`src/rtl/acc_alu_pkg.sv`:
```
// shared constants, command and status codes, and item types of the accumulator unit
package acc_alu_pkg;

    localparam int DATA_W      = 32;
    localparam int STACK_DEPTH = 16;
    localparam int STACK_AW    = (STACK_DEPTH > 1) ? $clog2(STACK_DEPTH) : 1;
    localparam int CNT_W       = $clog2(STACK_DEPTH + 1);
    localparam int ITER_W      = $clog2(DATA_W);

    localparam logic [3:0] CMD_CLEAR      = 4'd0;
    localparam logic [3:0] CMD_LOAD       = 4'd1;
    localparam logic [3:0] CMD_PUSH       = 4'd2;
    localparam logic [3:0] CMD_POP        = 4'd3;
    localparam logic [3:0] CMD_READ_STEP  = 4'd4;
    localparam logic [3:0] CMD_SET_STEP   = 4'd5;
    localparam logic [3:0] CMD_SET_LIMIT  = 4'd6;
    localparam logic [3:0] CMD_READ_LIMIT = 4'd7;
    localparam logic [3:0] CMD_INC        = 4'd8;
    localparam logic [3:0] CMD_DEC        = 4'd9;
    localparam logic [3:0] CMD_ADD        = 4'd10;
    localparam logic [3:0] CMD_SUB        = 4'd11;
    localparam logic [3:0] CMD_MUL        = 4'd12;
    localparam logic [3:0] CMD_DIV        = 4'd13;
    localparam logic [3:0] CMD_MOD        = 4'd14;

    localparam logic [1:0] ST_OK    = 2'd0;
    localparam logic [1:0] ST_EMPTY = 2'd1;
    localparam logic [1:0] ST_FULL  = 2'd2;
    localparam logic [1:0] ST_DIVZ  = 2'd3;

    typedef struct packed {
        logic [3:0]               command;
        logic signed [DATA_W-1:0] operand;
    } t_in_item;

    typedef struct packed {
        logic signed [DATA_W-1:0] value_out;
        logic [1:0]               status;
        logic                     flags_valid;
        logic [5:0]               compare_flags;
        logic                     stack_empty;
    } t_out_item;

    // eq, ne, gt, lt, ge, le against zero, bit 0 first
    function automatic logic [5:0] zero_flags(input logic [DATA_W-1:0] v);
        logic eq;
        logic lt;
        logic gt;
        eq = (v == '0);
        lt = v[DATA_W-1];
        gt = !eq && !lt;
        return {!gt, !lt, lt, gt, !eq, eq};
    endfunction

endpackage

```
`src/rtl/accumulator_alu_with_stack.sv`:
```
// accumulator unit with save stack and one shared adder for all arithmetic
// each item passes EXEC and DONE; pop adds POP, multiply adds ITER, and divide and
// remainder add ABSB, ITER and FIX; no new item is taken until DONE has passed its result on
// multiply, divide and remainder run 32 passes of the single shared adder
// (shift-add or restoring subtract); an output stall holds the unit in DONE
// synchronous active-low reset clears accumulator, step, limit, stack count and valid;
// stack entries hold no value until pushed
module accumulator_alu_with_stack
    import acc_alu_pkg::*;
(
    input  logic      i_clk,
    input  logic      i_rst_n,
    input  logic      i_in_valid,
    output logic      o_in_ready,
    input  t_in_item  i_in_data,
    output logic      o_out_valid,
    input  logic      i_out_ready,
    output t_out_item o_out_data
);

    localparam logic [2:0] S_IDLE = 3'd0;
    localparam logic [2:0] S_EXEC = 3'd1;
    localparam logic [2:0] S_ABSB = 3'd2;
    localparam logic [2:0] S_ITER = 3'd3;
    localparam logic [2:0] S_FIX  = 3'd4;
    localparam logic [2:0] S_POP  = 3'd5;
    localparam logic [2:0] S_DONE = 3'd6;

    localparam int SUM_W = DATA_W + 2;

    logic [2:0]          r_state, n_state;
    logic [3:0]          r_cmd, n_cmd;
    logic [DATA_W-1:0]   r_opd, n_opd;
    logic [DATA_W-1:0]   r_acc, n_acc;
    logic [DATA_W-1:0]   r_step, n_step;
    logic [DATA_W-1:0]   r_limit, n_limit;
    logic [CNT_W-1:0]    r_count, n_count;
    logic [DATA_W-1:0]   r_a, n_a;
    logic [DATA_W-1:0]   r_b, n_b;
    logic [DATA_W-1:0]   r_q, n_q;
    logic [ITER_W-1:0]   r_iter, n_iter;
    logic                r_an, n_an;
    logic                r_bn, n_bn;
    t_out_item           r_res, n_res;
    t_out_item           r_out;
    logic                r_out_valid;

    logic [3*DATA_W-1:0] r_stack [STACK_DEPTH];
    logic [3*DATA_W-1:0] r_rd;

    logic                w_we;
    logic                w_re;
    logic [STACK_AW-1:0] w_waddr;
    logic [STACK_AW-1:0] w_raddr;
    logic [CNT_W-1:0]    w_cnt_dec;
    logic [3*DATA_W-1:0] w_wdata;
    logic                w_out_free;
    logic                w_load_out;
    t_out_item           w_final;

    // shared adder / subtractor
    logic [DATA_W:0]     u_a;
    logic [DATA_W:0]     u_b;
    logic                u_sub;
    logic [SUM_W-1:0]    u_b_ext;
    logic [SUM_W-1:0]    u_sum;
    logic                u_borrow;

    logic [DATA_W-1:0]   w_pop_acc;
    logic [DATA_W-1:0]   w_pop_step;
    logic [DATA_W-1:0]   w_pop_limit;

    assign o_in_ready  = (r_state == S_IDLE);
    assign o_out_valid = r_out_valid;
    assign o_out_data  = r_out;

    assign w_out_free = !r_out_valid || i_out_ready;
    assign w_load_out = (r_state == S_DONE) && w_out_free;
    assign w_cnt_dec  = r_count - 1'b1;
    assign w_waddr    = r_count[STACK_AW-1:0];
    assign w_raddr    = w_cnt_dec[STACK_AW-1:0];
    assign w_wdata    = {r_acc, r_step, r_limit};

    assign w_pop_acc   = r_rd[3*DATA_W-1:2*DATA_W];
    assign w_pop_step  = r_rd[2*DATA_W-1:DATA_W];
    assign w_pop_limit = r_rd[DATA_W-1:0];

    always_comb begin
        w_final             = r_res;
        w_final.stack_empty = (r_count == '0);
    end

    always_comb begin
        u_a   = '0;
        u_b   = '0;
        u_sub = 1'b0;
        case (r_state)
            S_EXEC: begin
                case (r_cmd)
                    CMD_INC: begin
                        u_a = {1'b0, r_acc};
                        u_b = (DATA_W+1)'(1);
                    end
                    CMD_DEC: begin
                        u_a   = {1'b0, r_acc};
                        u_b   = (DATA_W+1)'(1);
                        u_sub = 1'b1;
                    end
                    CMD_ADD: begin
                        u_a = {1'b0, r_acc};
                        u_b = {1'b0, r_opd};
                    end
                    CMD_SUB: begin
                        u_a   = {1'b0, r_acc};
                        u_b   = {1'b0, r_opd};
                        u_sub = 1'b1;
                    end
                    CMD_READ_STEP: begin
                        u_a = {1'b0, r_acc};
                        u_b = {1'b0, r_step};
                    end
                    CMD_DIV, CMD_MOD: begin
                        // magnitude of the dividend
                        u_b   = {1'b0, r_acc};
                        u_sub = r_acc[DATA_W-1];
                    end
                    default: begin
                        u_a = '0;
                    end
                endcase
            end
            S_ABSB: begin
                u_b   = {1'b0, r_opd};
                u_sub = r_opd[DATA_W-1];
            end
            S_ITER: begin
                if (r_cmd == CMD_MUL) begin
                    u_a = {1'b0, r_a};
                    u_b = r_q[0] ? {1'b0, r_b} : '0;
                end else begin
                    u_a   = {r_a, r_q[DATA_W-1]};
                    u_b   = {1'b0, r_b};
                    u_sub = 1'b1;
                end
            end
            S_FIX: begin
                if (r_cmd == CMD_DIV) begin
                    u_b   = {1'b0, r_q};
                    u_sub = r_an ^ r_bn;
                end else begin
                    u_b   = {1'b0, r_a};
                    u_sub = r_an;
                end
            end
            default: begin
                u_a = '0;
            end
        endcase
    end

    assign u_b_ext  = {1'b0, u_b};
    assign u_sum    = {1'b0, u_a} + (u_sub ? ~u_b_ext : u_b_ext) + SUM_W'(u_sub);
    assign u_borrow = u_sum[SUM_W-1];

    always_comb begin
        n_state = r_state;
        n_cmd   = r_cmd;
        n_opd   = r_opd;
        n_acc   = r_acc;
        n_step  = r_step;
        n_limit = r_limit;
        n_count = r_count;
        n_a     = r_a;
        n_b     = r_b;
        n_q     = r_q;
        n_iter  = r_iter;
        n_an    = r_an;
        n_bn    = r_bn;
        n_res   = r_res;
        w_we    = 1'b0;
        w_re    = 1'b0;
        case (r_state)
            S_IDLE: begin
                if (i_in_valid) begin
                    n_cmd   = i_in_data.command;
                    n_opd   = i_in_data.operand;
                    n_state = S_EXEC;
                end
            end
            S_EXEC: begin
                n_res.value_out     = r_acc;
                n_res.status        = ST_OK;
                n_res.flags_valid   = 1'b0;
                n_res.compare_flags = '0;
                n_res.stack_empty   = 1'b0;
                n_state             = S_DONE;
                case (r_cmd)
                    CMD_CLEAR: begin
                        n_acc           = '0;
                        n_step          = '0;
                        n_res.value_out = '0;
                    end
                    CMD_LOAD: begin
                        n_acc           = r_opd;
                        n_res.value_out = r_opd;
                    end
                    CMD_PUSH: begin
                        if (r_count == CNT_W'(STACK_DEPTH)) begin
                            n_res.status = ST_FULL;
                        end else begin
                            w_we            = 1'b1;
                            n_count         = r_count + 1'b1;
                            n_acc           = r_opd;
                            n_res.value_out = r_opd;
                        end
                    end
                    CMD_POP: begin
                        if (r_count == '0) begin
                            n_res.status = ST_EMPTY;
                        end else begin
                            w_re    = 1'b1;
                            n_state = S_POP;
                        end
                    end
                    CMD_READ_STEP: begin
                        n_acc = u_sum[DATA_W-1:0];
                    end
                    CMD_SET_STEP: begin
                        n_step = r_opd;
                    end
                    CMD_SET_LIMIT: begin
                        n_limit = r_opd;
                    end
                    CMD_READ_LIMIT: begin
                        n_res.value_out = r_limit;
                    end
                    CMD_INC, CMD_DEC, CMD_ADD, CMD_SUB: begin
                        n_acc               = u_sum[DATA_W-1:0];
                        n_res.value_out     = u_sum[DATA_W-1:0];
                        n_res.flags_valid   = 1'b1;
                        n_res.compare_flags = zero_flags(u_sum[DATA_W-1:0]);
                    end
                    CMD_MUL: begin
                        n_a     = '0;
                        n_b     = r_acc;
                        n_q     = r_opd;
                        n_iter  = '0;
                        n_state = S_ITER;
                    end
                    CMD_DIV, CMD_MOD: begin
                        if (r_opd == '0) begin
                            n_res.status = ST_DIVZ;
                        end else begin
                            n_q     = u_sum[DATA_W-1:0];
                            n_a     = '0;
                            n_an    = r_acc[DATA_W-1];
                            n_bn    = r_opd[DATA_W-1];
                            n_state = S_ABSB;
                        end
                    end
                    default: begin
                        n_res.value_out = r_acc;
                    end
                endcase
            end
            S_ABSB: begin
                n_b     = u_sum[DATA_W-1:0];
                n_iter  = '0;
                n_state = S_ITER;
            end
            S_ITER: begin
                n_iter = r_iter + 1'b1;
                if (r_cmd == CMD_MUL) begin
                    n_a = u_sum[DATA_W-1:0];
                    n_b = {r_b[DATA_W-2:0], 1'b0};
                    n_q = {1'b0, r_q[DATA_W-1:1]};
                end else begin
                    // restoring step: keep the shifted remainder when the trial goes negative
                    n_a = u_borrow ? u_a[DATA_W-1:0] : u_sum[DATA_W-1:0];
                    n_q = {r_q[DATA_W-2:0], !u_borrow};
                end
                if (r_iter == ITER_W'(DATA_W - 1)) begin
                    if (r_cmd == CMD_MUL) begin
                        n_acc               = u_sum[DATA_W-1:0];
                        n_res.value_out     = u_sum[DATA_W-1:0];
                        n_res.flags_valid   = 1'b1;
                        n_res.compare_flags = zero_flags(u_sum[DATA_W-1:0]);
                        n_state             = S_DONE;
                    end else begin
                        n_state = S_FIX;
                    end
                end
            end
            S_FIX: begin
                // sign correction of quotient or remainder
                n_acc               = u_sum[DATA_W-1:0];
                n_res.value_out     = u_sum[DATA_W-1:0];
                n_res.flags_valid   = 1'b1;
                n_res.compare_flags = zero_flags(u_sum[DATA_W-1:0]);
                n_state             = S_DONE;
            end
            S_POP: begin
                n_acc             = w_pop_acc;
                n_step            = w_pop_step;
                n_limit           = w_pop_limit;
                n_count           = w_cnt_dec;
                n_res.value_out   = r_acc;
                n_res.flags_valid = (w_pop_step != '0);
                n_res.compare_flags = (w_pop_step != '0) ? zero_flags(w_pop_acc) : '0;
                n_state           = S_DONE;
            end
            S_DONE: begin
                if (w_out_free) begin
                    n_state = S_IDLE;
                end
            end
            default: begin
                n_state = S_IDLE;
            end
        endcase
    end

    always_ff @(posedge i_clk) begin
        if (!i_rst_n) begin
            r_state     <= S_IDLE;
            r_acc       <= '0;
            r_step      <= '0;
            r_limit     <= '0;
            r_count     <= '0;
            r_out_valid <= 1'b0;
        end else begin
            r_state <= n_state;
            r_acc   <= n_acc;
            r_step  <= n_step;
            r_limit <= n_limit;
            r_count <= n_count;
            if (w_load_out) begin
                r_out_valid <= 1'b1;
            end else if (i_out_ready) begin
                r_out_valid <= 1'b0;
            end
        end
    end

    always_ff @(posedge i_clk) begin
        r_cmd  <= n_cmd;
        r_opd  <= n_opd;
        r_a    <= n_a;
        r_b    <= n_b;
        r_q    <= n_q;
        r_iter <= n_iter;
        r_an   <= n_an;
        r_bn   <= n_bn;
        r_res  <= n_res;
        if (w_load_out) begin
            r_out <= w_final;
        end
    end

    // save stack: one write port, one registered read port
    always_ff @(posedge i_clk) begin
        if (w_we) begin
            r_stack[w_waddr] <= w_wdata;
        end
        if (w_re) begin
            r_rd <= r_stack[w_raddr];
        end
    end

    a_count_range: assert property (@(posedge i_clk) disable iff (!i_rst_n)
        r_count <= CNT_W'(STACK_DEPTH))
        else $error("stack count beyond depth");

    a_accept_starts: assert property (@(posedge i_clk) disable iff (!i_rst_n)
        (i_in_valid && o_in_ready) |=> (r_state == S_EXEC))
        else $error("accepted item did not start execution");

    a_empty_matches: assert property (@(posedge i_clk) disable iff (!i_rst_n)
        w_load_out |=> (o_out_data.stack_empty == (r_count == '0)))
        else $error("stack_empty disagrees with stack count");

    a_no_flags_zero: assert property (@(posedge i_clk) disable iff (!i_rst_n)
        (o_out_valid && !o_out_data.flags_valid) |-> (o_out_data.compare_flags == '0))
        else $error("compare flags set without flags_valid");

    a_divz_no_flags: assert property (@(posedge i_clk) disable iff (!i_rst_n)
        (o_out_valid && o_out_data.status == ST_DIVZ) |-> !o_out_data.flags_valid)
        else $error("flags reported on divide by zero");

endmodule
```
`config.mk`:
```
export PLATFORM = sky130hd
export DESIGN_NAME = accumulator_alu_with_stack
export DESIGN_NICKNAME = d
export VERILOG_FILES = /design/src/rtl/acc_alu_pkg.sv /design/src/rtl/accumulator_alu_with_stack.sv
export SDC_FILE = /design/constraint.sdc
export NUM_CORES = 2
export LEC_CHECK = 0
export ABC_AREA = 0
export BUFFER_PORTS_ARGS = -buffer_cell sky130_fd_sc_hd__buf_2
export CORE_ASPECT_RATIO = 0.75
export CORE_MARGIN = 1
export CORE_UTILIZATION = 42
export DETAILED_ROUTE_END_ITERATION = 10
export SYNTH_ARGS = -nofsm -noshare
export SYNTH_HDL_FRONTEND = slang
export SYNTH_SLANG_ARGS = --single-unit
```
`constraint.sdc`:
```
create_clock -name i_clk -period 13.7 [get_ports i_clk]
set_clock_uncertainty 0.05 [all_clocks]
set_input_delay 2.74 -clock i_clk [delete_from_list [all_inputs] [get_ports i_clk]]
set_output_delay 2.74 -clock i_clk [all_outputs]
set_load 0.01 [all_outputs]
```
==> summary.md <==
The via density per instance is 6.269. For the number of cells in the design after placement, the log shows 7055. The worst min-delay path category is reg2reg. The run gives 23010 um as the sum of met3 wire segment lengths after detailed routing. For this design the total switching power over the nets is 0.005097 W. The run gives 0.4228 as the initial cell density of the core. The worst setup path is of the reg2reg kind. The part of the power in combinational logic is 0.215, and the data arrival at the endpoint of the critical path is 8.50 ns.

The tools report the max-slew violation count as 0. The first global-routing pass estimated 343300 um of wire. Timing analysis after detailed placement gives a worst setup slack of 6.084 ns. STA classifies the critical path endpoint as a flip-flop. The later pin in the worst-skew pair is clocked with a latency of 0.83 ns. The wire length per cell after detailed routing is 32.76 um, and the minimum setup slack in the final design is 5.690 ns. The Yosys warning count came out at 0.

The standby leakage power was 28.52 nW; the count of max-cap constraint violations was 0. For the pin with the worst max-slew slack, the measured transition is 1.125 ns. The total power per unit cell area is 181.5 nW/um^2, and the number of vias in the routed layout is 46430. The tools report the hold violation count in the final report as 0. Synthesis produced a netlist with a net count of 4663. The tools report the maximum number of pins on one net before global-route repair as 122. The global-route congestion overflow total was 0. In the routed design, unresolved DRC markers number 0.

Counting I/O delays and the setup requirement, the final critical path takes 8.010 ns. The number of global-route vias before repair came out at 45290. Setup violations remaining at the end of the flow were counted as 0. The half-perimeter wire length of the detailed placement result is 143000 um, and the detailed router's first-iteration violation count is 6668. The die is 382.2 um tall. The area of the die was 194600 sq um; the worst relative slew slack was 0.2446. The number of buffers inserted by post-CTS setup repair is 0. The distinct cell type count of the synthesized netlist came out at 99. The chip width came out at 509.0 um. The number of routed nets with antenna violations was 0. TritonCTS built the clock tree. Maximum clock path buffer count: 3. The area of placed instances came out at 84810 sq um. The most instantiated flip-flop cell in the synthesis netlist was edfxtp_1.

Relative to the synthesized area, the layout overhead comes to 12.50%. The post-synthesis mux area share was 0.1400. The pre-antenna-repair detailed-routing pass consisted of 9 iterations.

The tools report the fraction of power consumed by the clock network as 0.321. Counting the fill cells in the layout gives 15900. The logs give 188 for the total clock buffers created by CTS and 84 for the number of ports placed on the die boundary. The area of the core came out at 191500 sq um. By area, the combinational part of the netlist is dominated by multiplexers. The switching part of the total is 0.3083.

For the worst setup path, the data required time is 14.19 ns. The post-route clock period utilization works out to 0.5847. The share of layout cells above drive strength 1 came out at 0.2257. The part of the Yosys area used for sequential elements came out at 0.7136.

The number of flops mapped to enable cells by yosys was 1854. The post-synthesis simple-gate area fraction is 0.04743. Setup repair after global routing left no endpoint under its margin.

In this run the top signal layer used is met5. The number of H-tree levels came out at 4. The total routed wirelength is 242600 um, and the largest fanout of any net on the critical path is 85.

The port buffer count was 83. Summing every instance area after synthesis gives 80970 sq um. The met2 routed wirelength is 108700 um, and the clock-pin slew on the worst setup and hold paths is 0.07 ns. The fraction of synthesized cell area in xor and xnor cells was 0.007279. After synthesis, the mean cell area works out to 17.67 sq um.

The synthesized instance count came out at 4583. Setup total negative slack on the finished layout was measured at 0 ns. For the number of antenna violations at the first check in global routing, the log shows 19. In this run, post-CTS hold repair placed 0 buffers. The logs give 7406 for the number of standard cells in the final layout excluding fillers and 0.2490 for the overall routing resource usage.

The area of all sequential standard cells was 57780 sq um. The complex-gate fraction of the synthesized area works out to 0.07005. In this run, synthesis produced a sequential element count of 1959.

The floorplan has 139 rows. The met1 wire length came out at 102000 um. Sort of element at the start of the critical path: a flip-flop.

The final layout contains 4787 nets. The CTS root buffer was clkbuf_16. After clock tree synthesis, the repair step resized 0 gates. In the final layout, the multi-input gates occupy 22190 sq um. For this run, the top clock speed supported by timing is 0.1248 GHz. The run finished with clean final reports. The adder-cell share of the synthesized area is 0.006274. After routing the design area is 91090 sq um. The share of total power in sequential cells was 0.464. The internal portion of the total power is 0.01144 W. Hold timing on the final database bottoms out at a slack of 0.3670 ns. The share of synthesized flip-flops with an asynchronous set or reset came out at 0. Clock tree synthesis found a total of 1959 sinks. The maximum vdd ir drop came out at 0.1538 mV. For the last weighted congestion value of the routability-driven placer, the log shows 0.9663.
-- per-stage QoR --
stage	util	total power, W
floorplan	-	0.009752
finish	0.4757	0.01654
CTS	0.4756	0.01654
global route	0.4756	0.01704
detailed placement	0.4429	0.01126
global placement	0.4429	0.01122
-- cells by family (layout without fill, tap and decap cells) --
logic type	count (synthesis)	after routing
multiplexers	529	529
AO/OA/AOI/OAI	829	829
XOR/XNOR	63	63
flip-flops	1959	1959
AND/OR/NAND/NOR	841	841
buffers and inverters	322	600
other	0	7
adder cells (fa/ha/maj)	40	40
-- cell usage in the layout, fill, tap and decap left out, types with 17 or more instances in the layout --
| cell type | count |
|---|---|
| a211oi_1 | 70 |
| a21o_1 | 18 |
| a21oi_1 | 171 |
| a222oi_1 | 32 |
| a22o_1 | 17 |
| a22oi_1 | 61 |
| a311oi_1 | 33 |
| a31oi_1 | 82 |
| and3_1 | 18 |
| buf_2 | 83 |
| buf_4 | 151 |
| bufinv_16 | 21 |
| clkbuf_1 | 39 |
| clkbuf_16 | 191 |
| clkinv_1 | 25 |
| clkinv_2 | 38 |
| dfxtp_1 | 103 |
| edfxtp_1 | 1854 |
| ha_1 | 38 |
| mux2i_1 | 42 |
| mux4_2 | 480 |
| nand2_1 | 354 |
| nand3_1 | 28 |
| nand4_1 | 23 |
| nor2_1 | 229 |
| nor2b_1 | 36 |
| nor3_1 | 20 |
| nor4_1 | 30 |
| o21ai_0 | 140 |
| o22ai_1 | 56 |
| xnor2_1 | 40 |
-- sequential cells by signal, indices dropped and copies added (netlist names), 32 cells and up --
| signal | cells |
|---|---|
| r_step | 32 |
| r_limit | 32 |
| r_a | 32 |
| r_stack | 1536 |
| r_acc | 32 |
| o_out_data | 42 |
| r_opd | 32 |
| r_rd | 96 |
| r_q | 32 |
| r_res | 41 |
| r_b | 32 |
-- critical path: stages (launching register included) --
cell,delay [ns]
dfxtp_4,0.72
buf_4,0.83
or3b_1,0.22
buf_4,0.41
nor2_1,0.08
a311oi_1,0.42
and2_1,0.31
inv_2,0.05
buf_4,0.32
xnor2_1,0.22
ha_1,0.44
a211oi_1,0.30
o221ai_1,0.47
a21oi_4,0.45
xor2_1,0.68
nand3_1,0.17
nor4_1,0.71
nand4_1,0.24
nor3_1,0.25
and3_1,0.22
a31oi_1,0.08
-- final cells by class --
class,instances,share of cell area
antenna,7,0.0001923
clock buffer,239,0.05544
clock inverter,105,0.01326
inverter,20,0.0008379
multi-input combinational,2302,0.2436
sequential,1959,0.6344
tap,2538,0.03486
timing repair buffer,236,0.01745
-- worst paths after layout --
path | from | endpoint | slack, ns | cells past startpoint
min | r_res[4] | o_out_data[4] | 0.37 | 0
max reg2reg | r_state[0] | r_res[2] | 5.69 | 20
min reg2reg | r_res[4] | o_out_data[4] | 0.37 | 0
max | r_state[0] | r_res[2] | 5.69 | 20
-- power by group through the flow --
stage | clock [W] | sequential (W) | combinational, W
after detailed placement | 0 | 0.00779 | 0.00347
after floorplan | 0 | 0.00759 | 0.00216
final | 0.00531 | 0.00767 | 0.00355
after CTS | 0.00539 | 0.00766 | 0.00349
after global placement | 0 | 0.00777 | 0.00345
after global routing | 0.00561 | 0.00770 | 0.00373
-- synthesized netlist by cell type (32+ instances only) --
| library cell | n | area, sq um |
|---|---|---|
| a211oi_1 | 71 | 533.0 |
| a21oi_1 | 173 | 865.8 |
| a222oi_1 | 32 | 320.3 |
| a22oi_1 | 61 | 457.9 |
| a311oi_1 | 33 | 289.0 |
| a31oi_1 | 82 | 513.0 |
| buf_1 | 53 | 198.9 |
| clkbuf_1 | 233 | 874.6 |
| dfxtp_1 | 105 | 2102 |
| edfxtp_1 | 1854 | 55670 |
| ha_1 | 39 | 488.0 |
| mux2i_1 | 42 | 420.4 |
| mux4_2 | 480 | 10810 |
| nand2_1 | 354 | 1329 |
| nor2_1 | 235 | 882.1 |
| nor2b_1 | 37 | 231.5 |
| o21ai_0 | 141 | 705.7 |
| o22ai_1 | 56 | 350.3 |
| xnor2_1 | 43 | 376.6 |
-- metal layers --
metal | up-vias | GRT usage
li1 | 19060 | -
met3 | 460 | 0.05403
met4 | 10 | 0.08847
met1 | 24360 | 0.3607
met5 | - | 0
met2 | 2540 | 0.3707
(Power assumes the default switching activity.)
